`config.mk`:
```
export PLATFORM = sky130hd
export DESIGN_NAME = assembler_source_tokenizer
export DESIGN_NICKNAME = d
export VERILOG_FILES = /design/src/sv/ast_pkg.sv /design/src/sv/ast_front.sv /design/src/sv/ast_cmdq.sv /design/src/sv/ast_back.sv /design/src/sv/assembler_source_tokenizer.sv
export SDC_FILE = /design/constraint.sdc
export NUM_CORES = 1
export LEC_CHECK = 0
export CAP_MARGIN = 40
export CORE_MARGIN = 4
export CORE_UTILIZATION = 47
export CTS_CLUSTER_SIZE = 30
export DETAILED_ROUTE_END_ITERATION = 8
export DONT_BUFFER_PORTS = 1
export RECOVER_POWER = 50
export SYNTH_ARGS = -nofsm -noshare
export SYNTH_HDL_FRONTEND = slang
export SYNTH_SLANG_ARGS = --single-unit
```
`constraint.sdc`:
```
create_clock -name i_clk -period 7 [get_ports i_clk]
set_input_delay 0.7 -clock i_clk [delete_from_list [all_inputs] [get_ports i_clk]]
set_output_delay 0.7 -clock i_clk [all_outputs]
set_load 0.005 [all_outputs]
```
`src/sv/ast_pkg.sv`:
```
package ast_pkg;

    // Widest token length the design supports (MAX_TOKEN upper bound)
    localparam int LEN_W = 9;

    localparam logic [7:0] CH_UNDER  = 8'h5F;
    localparam logic [7:0] CH_QUOTE  = 8'h22;
    localparam logic [7:0] CH_BSLASH = 8'h5C;
    localparam logic [7:0] CH_NL     = 8'h0A;

    localparam logic [15:0] LINE_MAX = 16'hFFFF;
    localparam logic [15:0] LINE_ONE = 16'd1;

    localparam logic [1:0] CLS_WORD   = 2'd0;
    localparam logic [1:0] CLS_STRING = 2'd1;
    localparam logic [1:0] CLS_SYMBOL = 2'd2;
    localparam logic [1:0] CLS_END    = 2'd3;

    typedef enum logic [1:0] {
        M_IDLE,
        M_WORD,
        M_STR,
        M_ESC
    } t_mode;

    typedef enum logic {
        B_IDLE,
        B_SHOW
    } t_bstate;

    // One token to emit; use_store selects bytes from the token store bank
    typedef struct packed {
        logic             use_store;
        logic             bank;
        logic [7:0]       sym;
        logic [1:0]       cls;
        logic [15:0]      line;
        logic [LEN_W-1:0] len;
        logic             trunc;
        logic             unterm;
        logic             run_last;
    } t_cmd;

    typedef struct packed {
        logic v0;
        logic v1;
        t_cmd c0;
        t_cmd c1;
    } t_push;

    typedef struct packed {
        logic valid;
        logic bank;
    } t_release;

    function automatic logic is_space(input logic [7:0] c);
        return (c == 8'h20) || (c inside {[8'h09:8'h0D]});
    endfunction

    function automatic logic is_word(input logic [7:0] c);
        return (c == CH_UNDER) || (c inside {[8'h30:8'h39], [8'h61:8'h7A], [8'h41:8'h5A]});
    endfunction

endpackage

```
`src/sv/ast_front.sv`:
```
module ast_front #(
    parameter int MAX_TOKEN = 32
) (
    input  logic                          i_clk,
    input  logic                          i_rst_n,
    input  logic                          i_valid,
    output logic                          o_ready,
    input  logic [7:0]                    i_in_byte,
    input  logic                          i_end_of_input,
    input  logic                          i_room2,
    output ast_pkg::t_push                o_push,
    input  ast_pkg::t_release             i_release,
    output logic                          o_we,
    output logic [$clog2(MAX_TOKEN):0]    o_waddr,
    output logic [7:0]                    o_wdata
);
    import ast_pkg::*;

    localparam int IW = $clog2(MAX_TOKEN);
    localparam int CW = $clog2(MAX_TOKEN + 1);

    t_mode         r_mode, n_mode;
    logic [CW-1:0] r_count, n_count;
    logic [15:0]   r_line, n_line;
    logic [15:0]   r_start, n_start;
    logic          r_ovf, n_ovf;
    logic          r_bank, n_bank;
    logic [1:0]    r_busy, n_busy;

    logic          accept;
    logic          need_bank;
    logic          do_idle;
    logic          ibank;
    logic          fa, fb;
    t_cmd          cmd_a, cmd_b;
    logic [1:0]    set_mask, rel_mask;

    assign need_bank = (r_mode == M_WORD) ? ~r_bank : r_bank;
    assign o_ready   = i_room2 && !r_busy[need_bank];
    assign accept    = i_valid && o_ready;
    assign o_wdata   = i_in_byte;

    always_comb begin
        n_mode   = r_mode;
        n_count  = r_count;
        n_line   = r_line;
        n_start  = r_start;
        n_ovf    = r_ovf;
        n_bank   = r_bank;
        set_mask = 2'b00;
        fa       = 1'b0;
        fb       = 1'b0;
        cmd_a    = '0;
        cmd_b    = '0;
        o_we     = 1'b0;
        o_waddr  = {r_bank, r_count[IW-1:0]};
        do_idle  = 1'b0;
        ibank    = r_bank;

        // Pending token description, used whenever it gets flushed
        cmd_a.use_store = 1'b1;
        cmd_a.bank      = r_bank;
        cmd_a.line      = r_start;
        cmd_a.len       = LEN_W'(r_count);
        cmd_a.trunc     = r_ovf;
        cmd_a.cls       = CLS_WORD;

        if (accept) begin
            if (i_end_of_input) begin
                case (r_mode)
                    M_WORD: begin
                        fa = 1'b1;
                    end
                    M_STR, M_ESC: begin
                        fa           = 1'b1;
                        cmd_a.cls    = CLS_STRING;
                        cmd_a.unterm = 1'b1;
                    end
                    default: ;
                endcase
                fb           = 1'b1;
                cmd_b.cls    = CLS_END;
                cmd_b.line   = r_line;
                n_mode       = M_IDLE;
                n_count      = '0;
                n_line       = LINE_ONE;
                n_start      = LINE_ONE;
                n_ovf        = 1'b0;
                if (fa) begin
                    n_bank           = ~r_bank;
                    set_mask[r_bank] = 1'b1;
                end
            end else begin
                case (r_mode)
                    M_WORD: begin
                        if (is_word(i_in_byte)) begin
                            if (32'(r_count) < MAX_TOKEN) begin
                                o_we    = 1'b1;
                                n_count = r_count + 1'b1;
                            end else begin
                                n_ovf = 1'b1;
                            end
                        end else begin
                            fa               = 1'b1;
                            n_count          = '0;
                            n_ovf            = 1'b0;
                            n_mode           = M_IDLE;
                            n_bank           = ~r_bank;
                            set_mask[r_bank] = 1'b1;
                            do_idle          = 1'b1;
                            ibank            = ~r_bank;
                        end
                    end
                    M_STR: begin
                        if (i_in_byte == CH_QUOTE) begin
                            fa               = 1'b1;
                            cmd_a.cls        = CLS_STRING;
                            n_count          = '0;
                            n_ovf            = 1'b0;
                            n_mode           = M_IDLE;
                            n_bank           = ~r_bank;
                            set_mask[r_bank] = 1'b1;
                        end else if (i_in_byte == CH_BSLASH) begin
                            n_mode = M_ESC;
                        end else if (32'(r_count) < MAX_TOKEN) begin
                            o_we    = 1'b1;
                            n_count = r_count + 1'b1;
                        end else begin
                            n_ovf = 1'b1;
                        end
                    end
                    M_ESC: begin
                        n_mode = M_STR;
                        if (32'(r_count) < MAX_TOKEN) begin
                            o_we    = 1'b1;
                            n_count = r_count + 1'b1;
                        end else begin
                            n_ovf = 1'b1;
                        end
                    end
                    default: begin
                        do_idle = 1'b1;
                    end
                endcase

                if (do_idle) begin
                    if (is_space(i_in_byte)) begin
                        if (i_in_byte == CH_NL && r_line != LINE_MAX) begin
                            n_line = r_line + 16'd1;
                        end
                    end else if (is_word(i_in_byte)) begin
                        o_we    = 1'b1;
                        o_waddr = {ibank, {IW{1'b0}}};
                        n_count = CW'(1);
                        n_ovf   = 1'b0;
                        n_start = r_line;
                        n_mode  = M_WORD;
                    end else if (i_in_byte == CH_QUOTE) begin
                        n_count = '0;
                        n_ovf   = 1'b0;
                        n_start = r_line;
                        n_mode  = M_STR;
                    end else begin
                        fb         = 1'b1;
                        cmd_b.cls  = CLS_SYMBOL;
                        cmd_b.line = r_line;
                        cmd_b.len  = LEN_W'(1);
                        cmd_b.sym  = i_in_byte;
                    end
                end
            end
        end

        // Mark the last token of this item
        if (fb) begin
            cmd_b.run_last = 1'b1;
        end else begin
            cmd_a.run_last = 1'b1;
        end

        o_push.v0 = fa || fb;
        o_push.v1 = fa && fb;
        o_push.c0 = fa ? cmd_a : cmd_b;
        o_push.c1 = cmd_b;

        rel_mask = 2'b00;
        if (i_release.valid) begin
            rel_mask[i_release.bank] = 1'b1;
        end
        n_busy = (r_busy & ~rel_mask) | set_mask;
    end

    always_ff @(posedge i_clk) begin
        if (!i_rst_n) begin
            r_mode  <= M_IDLE;
            r_count <= '0;
            r_line  <= LINE_ONE;
            r_start <= LINE_ONE;
            r_ovf   <= 1'b0;
            r_bank  <= 1'b0;
            r_busy  <= 2'b00;
        end else begin
            r_mode  <= n_mode;
            r_count <= n_count;
            r_line  <= n_line;
            r_start <= n_start;
            r_ovf   <= n_ovf;
            r_bank  <= n_bank;
            r_busy  <= n_busy;
        end
    end

endmodule

```
`src/sv/ast_cmdq.sv`:
```
module ast_cmdq (
    input  logic           i_clk,
    input  logic           i_rst_n,
    input  ast_pkg::t_push i_push,
    input  logic           i_pop,
    output logic           o_nonempty,
    output logic           o_room2,
    output ast_pkg::t_cmd  o_head
);
    import ast_pkg::*;

    t_cmd       r_mem [4];
    logic [1:0] r_wptr, n_wptr;
    logic [1:0] r_rptr, n_rptr;
    logic [2:0] r_cnt, n_cnt;
    logic [1:0] wptr1;
    logic [1:0] npush;

    assign o_nonempty = (r_cnt != 3'd0);
    assign o_room2    = (r_cnt <= 3'd2);
    assign o_head     = r_mem[r_rptr];

    always_comb begin
        npush  = {1'b0, i_push.v0} + {1'b0, i_push.v1};
        wptr1  = r_wptr + 2'(i_push.v0);
        n_wptr = r_wptr + npush;
        n_rptr = r_rptr + 2'(i_pop);
        n_cnt  = r_cnt + 3'(npush) - 3'(i_pop);
    end

    always_ff @(posedge i_clk) begin
        if (i_push.v0) begin
            r_mem[r_wptr] <= i_push.c0;
        end
        if (i_push.v1) begin
            r_mem[wptr1] <= i_push.c1;
        end
    end

    always_ff @(posedge i_clk) begin
        if (!i_rst_n) begin
            r_wptr <= '0;
            r_rptr <= '0;
            r_cnt  <= '0;
        end else begin
            r_wptr <= n_wptr;
            r_rptr <= n_rptr;
            r_cnt  <= n_cnt;
        end
    end

endmodule

```
`src/sv/ast_back.sv`:
```
module ast_back #(
    parameter int MAX_TOKEN = 32
) (
    input  logic                       i_clk,
    input  logic                       i_rst_n,
    input  logic                       i_we,
    input  logic [$clog2(MAX_TOKEN):0] i_waddr,
    input  logic [7:0]                 i_wdata,
    input  logic                       i_nonempty,
    input  ast_pkg::t_cmd              i_head,
    output logic                       o_pop,
    output ast_pkg::t_release          o_release,
    output logic                       o_valid,
    input  logic                       i_ready,
    output logic [7:0]                 o_token_byte,
    output logic [1:0]                 o_token_class,
    output logic [15:0]                o_token_line,
    output logic [4:0]                 o_byte_index,
    output logic [5:0]                 o_token_length,
    output logic                       o_token_last,
    output logic                       o_run_last,
    output logic                       o_truncated,
    output logic                       o_unterminated
);
    import ast_pkg::*;

    localparam int IW = $clog2(MAX_TOKEN);

    // Two banks of MAX_TOKEN bytes
    logic [7:0]    r_store [2**(IW+1)];
    logic [7:0]    r_rdata;

    t_bstate       r_state, n_state;
    t_cmd          r_cmd, n_cmd;
    logic [IW-1:0] r_idx, n_idx;
    logic          rd_en;
    logic [IW:0]   rd_addr;
    logic          last;
    logic [31:0]   idx32;
    logic [31:0]   len32;

    always_ff @(posedge i_clk) begin
        if (i_we) begin
            r_store[i_waddr] <= i_wdata;
        end
        if (rd_en) begin
            r_rdata <= r_store[rd_addr];
        end
    end

    assign idx32 = 32'(r_idx);
    assign len32 = 32'(r_cmd.len);
    assign last  = (len32 == 32'd0) || (idx32 + 32'd1 == len32);

    always_comb begin
        n_state   = r_state;
        n_cmd     = r_cmd;
        n_idx     = r_idx;
        rd_en     = 1'b0;
        rd_addr   = {r_cmd.bank, r_idx + 1'b1};
        o_pop     = 1'b0;
        o_release = '0;
        o_valid   = 1'b0;
        case (r_state)
            B_IDLE: begin
                rd_addr = {i_head.bank, {IW{1'b0}}};
                if (i_nonempty) begin
                    o_pop   = 1'b1;
                    n_cmd   = i_head;
                    n_idx   = '0;
                    rd_en   = i_head.use_store;
                    n_state = B_SHOW;
                end
            end
            B_SHOW: begin
                o_valid = 1'b1;
                if (i_ready) begin
                    if (last) begin
                        o_release.valid = r_cmd.use_store;
                        o_release.bank  = r_cmd.bank;
                        n_state         = B_IDLE;
                    end else begin
                        n_idx = r_idx + 1'b1;
                        rd_en = 1'b1;
                    end
                end
            end
            default: n_state = B_IDLE;
        endcase
    end

    always_ff @(posedge i_clk) begin
        if (!i_rst_n) begin
            r_state <= B_IDLE;
        end else begin
            r_state <= n_state;
        end
    end

    always_ff @(posedge i_clk) begin
        r_cmd <= n_cmd;
        r_idx <= n_idx;
    end

    always_comb begin
        if (!r_cmd.use_store) begin
            o_token_byte = r_cmd.sym;
        end else if (len32 == 32'd0) begin
            o_token_byte = 8'h00;
        end else begin
            o_token_byte = r_rdata;
        end
    end

    assign o_token_class  = r_cmd.cls;
    assign o_token_line   = r_cmd.line;
    assign o_byte_index   = idx32[4:0];
    assign o_token_length = len32[5:0];
    assign o_token_last   = last;
    assign o_run_last     = last && r_cmd.run_last;
    assign o_truncated    = r_cmd.trunc;
    assign o_unterminated = r_cmd.unterm;

endmodule

```
`src/sv/assembler_source_tokenizer.sv`:
```
// Channel | Direction | Handshake         | Payload
// input   | in        | i_valid / o_ready | i_in_byte, i_end_of_input
// output  | out       | o_valid / i_ready | o_token_* , o_byte_index, o_run_last, flags
//
// The scanner takes one byte per cycle while the command queue has two free slots
// and the store bank it would fill is not still being read out.
// The emitter loads each token from the queue, then shows its bytes one at a time, each held until taken.
// Reset is synchronous, active low; it clears control state only, not the store.
// A stall at the output backs up into the queue, then the input.
module assembler_source_tokenizer #(
    parameter int MAX_TOKEN = 32
) (
    input  logic        i_clk,
    input  logic        i_rst_n,
    input  logic        i_valid,
    output logic        o_ready,
    input  logic [7:0]  i_in_byte,
    input  logic        i_end_of_input,
    output logic        o_valid,
    input  logic        i_ready,
    output logic [7:0]  o_token_byte,
    output logic [1:0]  o_token_class,
    output logic [15:0] o_token_line,
    output logic [4:0]  o_byte_index,
    output logic [5:0]  o_token_length,
    output logic        o_token_last,
    output logic        o_run_last,
    output logic        o_truncated,
    output logic        o_unterminated
);
    import ast_pkg::*;

    localparam int IW = $clog2(MAX_TOKEN);

    t_push       push;
    t_release    release_b;
    t_cmd        head;
    logic        room2;
    logic        nonempty;
    logic        pop;
    logic        we;
    logic [IW:0] waddr;
    logic [7:0]  wdata;

    // Front: classify bytes, fill the token store, queue finished tokens
    ast_front #(
        .MAX_TOKEN(MAX_TOKEN)
    ) u_front (
        .i_clk          (i_clk),
        .i_rst_n        (i_rst_n),
        .i_valid        (i_valid),
        .o_ready        (o_ready),
        .i_in_byte      (i_in_byte),
        .i_end_of_input (i_end_of_input),
        .i_room2        (room2),
        .o_push         (push),
        .i_release      (release_b),
        .o_we           (we),
        .o_waddr        (waddr),
        .o_wdata        (wdata)
    );

    // Short queue of token commands between the two halves
    ast_cmdq u_cmdq (
        .i_clk      (i_clk),
        .i_rst_n    (i_rst_n),
        .i_push     (push),
        .i_pop      (pop),
        .o_nonempty (nonempty),
        .o_room2    (room2),
        .o_head     (head)
    );

    // Back: hold the token store and stream each token out byte by byte
    ast_back #(
        .MAX_TOKEN(MAX_TOKEN)
    ) u_back (
        .i_clk          (i_clk),
        .i_rst_n        (i_rst_n),
        .i_we           (we),
        .i_waddr        (waddr),
        .i_wdata        (wdata),
        .i_nonempty     (nonempty),
        .i_head         (head),
        .o_pop          (pop),
        .o_release      (release_b),
        .o_valid        (o_valid),
        .i_ready        (i_ready),
        .o_token_byte   (o_token_byte),
        .o_token_class  (o_token_class),
        .o_token_line   (o_token_line),
        .o_byte_index   (o_byte_index),
        .o_token_length (o_token_length),
        .o_token_last   (o_token_last),
        .o_run_last     (o_run_last),
        .o_truncated    (o_truncated),
        .o_unterminated (o_unterminated)
    );

endmodule

```
==> reports/results.txt, run 1 <==
Post-synth EDFFs -> 674
Final min period -> 5375 ps
Die Span X -> 266.5 um
Pleak -> 0.01123 uW
Worst reg2reg path depth -> 10
Setup TNS -> 0 ps
Nets -> 2156
CTS tree -> yes
Top_reg_cell synth -> edfxtp_1
Fin crit share -> 0.7678
First-pass GRT wire length -> 121.8 mm
DR WL/cell -> 26.44 um
HPWL Detailed -> 51.79 mm
Async SR Flop Fraction -> 0
TritonCTS Buffers -> 80
Yosys top cell by area -> edfxtp_1
Worst hold path type -> input pin to flop
Core Footprint -> 65980 um2
Post-Syn Instances -> 2130
Clock transition at path regs -> 60 ps
Clock Path Buffers -> 3
Peak Freq -> 0.1861 GHz
# port buffers -> 0
Vias per cell -> 6.195
Yosys cell types -> 68
Least-Margin Pin Slew -> 3021 ps
Pin count of the biggest net entering global routing -> 76
Setup Buffers After CTS -> 0
Die ar. -> 71020 um2
Antenna-violating nets left -> 0
Synth Register Bits -> 762
Post-synth top area share -> 0.6444
CP Launch Type -> flop
Outcome -> finished with violations
Mapped cell area -> 31410 um2
Critical path data arrival time -> 5680 ps
Relative slew slack -> -1.014
Die Y -> 266.5 um
Worst Clk Skew -> 23.01 ps
RD Place Congestion -> 0.8693
Count leader, synth -> edfxtp_1
CP endpoint kind -> flop
CP required -> 7300 ps
Drt pass-1 iters -> 6
Number of global-route vias before repair -> 18745
Total nets after synthesis -> 2160
Failing checks -> capacitance limit, slew limit
Sequential-to-total area share from yosys stat -> 0.7005
RSZ-0062 raised after global routing -> false
Initial antenna violation count -> 3
H-tree depth -> 3
Hold wc startpoint -> i_rst_n
PD cells -> 373.0 nW/um2
Crit path max fanout -> 35
Final hold slack -> 200.5 ps
Row count -> 94
Yosys warning count -> 0
Initial DRC count -> 2118
Final Hold Vio Count -> 0
WS Path Type -> flop to flop
Initial core utilization -> 0.4760
Final design utilization -> 0.5293
Via count -> 18927
Synthesis-to-layout area growth -> 11.19%
Layout cells sized above 1 -> 0.1361
Post-CTS sizing -> 0
Reg2reg start -> u_back.o_byte_index[3]
Total clock sinks -> 762
Top area cells in the synthesized netlist -> edfxtp_1 (64%), mux4_2 (8.2%), dfxtp_1 (5.6%), nand2_1 (2.9%), o22ai_1 (2.0%)
Setup WS post-layout -> 1625 ps
Syn Area/Cell -> 14.75 um2
Num ports -> 56
Fin. max-slew vios -> 118
GRT Overall Usage -> 0.2275
Max-cap violation count -> 3
Maximum VDD drop -> 0.2118 mV
Hold Path Sink -> u_cmdq.r_wptr[0]
Clock root buffer -> clkbuf_16
Overflow after GRT -> 0
FF-to-FF End -> u_back.r_rdata[7]
Hold buffers post-CTS -> 0
R2r setup slk -> 1630 ps
# setup viols final -> 0
Most common library cells after synthesis -> edfxtp_1 (674), nand2_1 (244), nor2_1 (157)
WHS Path Cells -> 1
Clk_lat worst skew -> 640 ps
Total Routed Length -> 80.78 mm
Drt drc -> 0
Setup WS pre-CTS -> 2093 ps
[final cells by class]
cell class                      instances  area [um2]
Fill cell                            5319       31060
Sequential cell                       762       22000
Multi-Input combinational cell       1186        8623
Clock buffer                          106        2172
Tap cell                              864        1081
Clock inverter                         40       467.9
Timing Repair Buffer                   59       432.9
Inverter                               37       138.9
Antenna cell                            1       2.502
[metrics by stage]
| step | area [um2] | instances | total power (uW) |
|---|---|---|---|
| floorplan | 31410 | 2130 | 7693 |
| global placement | 32120 | 2880 | 8760 |
| detailed placement | 32360 | 2908 | 8843 |
| CTS | 35000 | 3054 | 13110 |
| global route | 34920 | 3054 | 13530 |
| finish | 34920 | 3055 | 13030 |
[power breakdown]
group	internal [uW]	switching, uW
Sequential	5290	178
Clock	2530	1750
Combinational	1130	2140
Total	8960	4070
[per-layer routing]
layer  up-vias  track usage  routed length [um]
met5         -            0                   0
met4         0      0.07724                2621
li1       8261            -                   -
met2       813       0.3687               39130
met3       158      0.03927                5674
met1      9695       0.3163               33360
[critical path, stage by stage, from the launching register on]
cell,delay (ps)
edfxtp_1,320
clkbuf_1,1400
and2_1,320
mux2i_2,80
buf_4,260
inv_1,880
buf_4,440
mux4_2,390
o21ai_0,220
nor4_1,140
or4_1,590
[registers in the layout (all words and copies together), names as in the netlist, 3 cells and up]
name and cells:
u_back.o_token_length 6, u_back.r_store 512, u_cmdq.r_cnt 3, u_back.r_cmd 11, u_back.r_rdata 8, u_cmdq.r_mem 148
u_back.o_byte_index 5, u_front.r_start 16, u_front.r_count 6, u_front.r_line 16, u_back.o_token_line 16
[logic make-up (layout without fill, tap and decap cells)]
logic type,after synthesis,in the layout,share of synthesized area
buffers and inverters,182,242,0.02657
adder cells (fa/ha/maj),17,17,0.007011
XOR/XNOR,30,30,0.008366
other,0,1,0
AND/OR/NAND/NOR,591,591,0.08454
flip-flops,762,762,0.7005
multiplexers,136,136,0.08884
AO/OA/AOI/OAI,412,412,0.08418
[worst max-delay path by stage]
stage,cells past startpoint,endpoint,start,slack [ps]
after floorplan,16,u_cmdq.r_mem[0][0],u_front.r_mode[1],1550
after CTS,15,u_cmdq.r_mem[3][22],u_front.r_mode[0],2080
after global placement,16,u_cmdq.r_mem[2][34],u_front.r_mode[1],2130
final,10,u_back.r_rdata[7],u_back.o_byte_index[3],1630
after detailed placement,16,u_cmdq.r_mem[3][22],u_front.r_mode[1],2090
after global routing,9,u_back.r_store[12][4],u_front.r_mode[1],1170
[layout by cell type (no fill, tap or decap), types with 17 or more instances in the layout]
master	instances
nand2_1	244
mux4_2	114
a22oi_1	33
inv_1	36
o21ai_0	36
clkbuf_1	34
nand4_1	17
buf_4	38
nor2_1	156
o22ai_1	99
dfxtp_1	86
nor2b_1	20
a21oi_1	108
xor2_1	17
clkbuf_16	82
a31oi_1	23
mux2i_1	19
a22o_1	18
edfxtp_1	674
nor3_1	19
nand3_1	58
Power figures use the tool's default switching activity.
==> run 2, diff against run 1 <==
==> constraint.sdc (replaced) <==
create_clock -name i_clk -period 4.4 [get_ports i_clk]
set_input_delay 0.44 -clock i_clk [delete_from_list [all_inputs] [get_ports i_clk]]
set_output_delay 0.44 -clock i_clk [all_outputs]
set_load 0.005 [all_outputs]
==> run 2 against run 1 <==
Compared with the run above:
- the flow still finishes with violations (capacitance limit, slew limit)
- combinational power increased by 61%
- sequential share of layout area is 0.81 points lower
- global-route usage grew 1.1 points
- sequential power is 61% higher
- clock skew decreased by 4.0 ps
- critical path type unchanged
- critical endpoint is now u_cmdq.r_mem[0][13]
==> reports/results.txt, run 2 (synthesis gave the netlist of run 1 again) <==
Outcome -> finished with violations
Failing checks -> capacitance limit, slew limit
Diode count -> 0
Tot Pwr -> 20660 uW
Setup TNS -> 0 ps
Crit path cell chain -> ha_1 -> xnor2_1 -> mux2_2 -> and2_1 -> nand3b_1 -> o21ai_1 -> inv_1 -> ha_1 -> inv_1 -> ha_1 -> xor2_1 -> nor2_1 -> a21oi_2 -> buf_4 -> o22ai_1
CTS tree -> yes
Relative slew slack -> -1.286
Worst Clk Skew -> 19.06 ps
Setup Buffers After CTS -> 0
CP Launch Type -> flop
Fin. max-slew vios -> 601
Sequential Power Share -> 0.425
Initial DRC count -> 2250
Buf/Inv on CP -> 3
Least-Margin Pin Slew -> 3429 ps
Met1 Use GR -> 0.3331
Num ports -> 56
HPWL Detailed -> 53.40 mm
Maximum VDD drop -> 0.2940 mV
Die ar. -> 71020 um2
Total clock sinks -> 762
Core Footprint -> 65980 um2
Clock transition at path regs -> 60 ps
Die Y -> 266.5 um
Clk network pwr share -> 0.320
Internal power -> 14150 uW
First-pass GRT wire length -> 125.6 mm
GRT Overall Usage -> 0.2381
# setup viols final -> 0
Nets -> 2229
Peak Freq -> 0.2446 GHz
Sw Share -> 0.3153
DR WL/cell -> 27.00 um
Layout cells sized above 1 -> 0.1572
Post-CTS sizing -> 0
Pin count of the biggest net entering global routing -> 65
RSZ-0062 raised after global routing -> false
Comb power frac -> 0.255
Critical path data arrival time -> 4450 ps
Final min period -> 4088 ps
# port buffers -> 0
Die Span X -> 266.5 um
Met2 Track Usage GR -> 0.3814
Setup WS pre-CTS -> 320.0 ps
Total Routed Length -> 84.45 mm
Antenna-violating nets left -> 0
Cell area after layout -> 35380 um2
RD Place Congestion -> 0.8972
Post-DP Area -> 32830 um2
Pleak -> 0.01150 uW
Sw Pwr -> 6514 uW
Crit path max-delay cell type -> mux2_2
Top reg by flops -> u_back.r_store
Drt pass-1 iters -> 5
Most used cell along the critical path -> ha_1
Hold buffers post-CTS -> 10
Row count -> 94
Clk_lat worst skew -> 630 ps
Slowest stage delay, CP -> 420 ps
Most frequent cells in the layout -> edfxtp_1 (674), nand2_1 (244), nor2_1 (157)
Worst hold path type -> input pin to flop
Vias per cell -> 6.145
Max-cap violation count -> 10
Initial core utilization -> 0.4760
Synthesis-to-layout area growth -> 12.64%
H-tree depth -> 3
Gr busiest metal -> met2
Max reg flops -> 512
CP endpoint kind -> flop
CP required -> 4760 ps
Drt drc -> 0
Via count -> 19220
WS Path Type -> flop to flop
Commonest non-fill, non-tap cell in the layout -> edfxtp_1
Crit path max fanout -> 24
Number of global-route vias before repair -> 18923
Overflow after GRT -> 0
Clock root buffer -> clkbuf_16
M3 GR Usage -> 0.04600
CP delay by family, top -> adder cells
Final Hold Vio Count -> 0
Initial antenna violation count -> 2
Cell Count, Final, Fillers Out -> 3128
Fin crit share -> 0.9291
PD cells -> 584.0 nW/um2
Clock Path Buffers -> 3
Dpl cells -> 2970
Top Registers -> u_back.r_store (512), u_cmdq.r_mem (148)
TritonCTS Buffers -> 80
Setup WS post-layout -> 312.0 ps
==> run 2: power groups by stage <==
stage / registers [uW] / clock network (uW) / logic (uW)
5_1_grt: 8800 / 7050 / 5610
3_3_place_gp: 8890 / 0 / 5140
4_1_cts: 8750 / 6740 / 5310
2_1_floorplan: 8680 / 0 / 3550
6_report: 8780 / 6620 / 5270
3_5_place_dp: 8900 / 0 / 5180
==> run 2: final timing paths <==
check | cells past startpoint | to | from | slack [ps]
hold reg to reg | 2 | u_cmdq.r_mem[3][7] | u_cmdq.r_mem[3][7] | 450
setup / recovery | 15 | u_cmdq.r_mem[0][13] | u_front.r_mode[0] | 310
setup reg to reg | 15 | u_cmdq.r_mem[0][13] | u_front.r_mode[0] | 310
hold / removal | 3 | u_back.r_state | i_ready | 40
==> run 2: final cells by class <==
class	instances	area [um2]
fill	5334	30600
sequential	762	22000
multi-input combinational	1186	8648
clock buffer	103	2120
tap	864	1081
timing repair buffer	132	950.9
clock inverter	44	435.4
inverter	37	138.9
==> run 2: worst reg2reg max path, cell delays in order (launching register included) <==
cell and delay (ps):
dfxtp_1 400, ha_1 380, xnor2_1 170, mux2_2 420
and2_1 290, nand3b_1 140, o21ai_1 90, inv_1 160
ha_1 250, inv_1 90, ha_1 230, xor2_1 390
nor2_1 210, a21oi_2 140, buf_4 330, o22ai_1 140
==> run 2: metal layers <==
layer / vias to the layer above / share of wire
met5: - / 0
met2: 824 / 0.48
met1: 9837 / 0.41
met4: 0 / 0.029
li1: 8429 / -
met3: 130 / 0.086
==> run 2: stage by stage <==
stage | util | hold WS (ps)
floorplan | - | 428.8
global placement | 0.4973 | 435.5
detailed placement | 0.4976 | 446.4
CTS | 0.5400 | 7.311
global route | 0.5362 | 36.12
finish | 0.5362 | 42.31
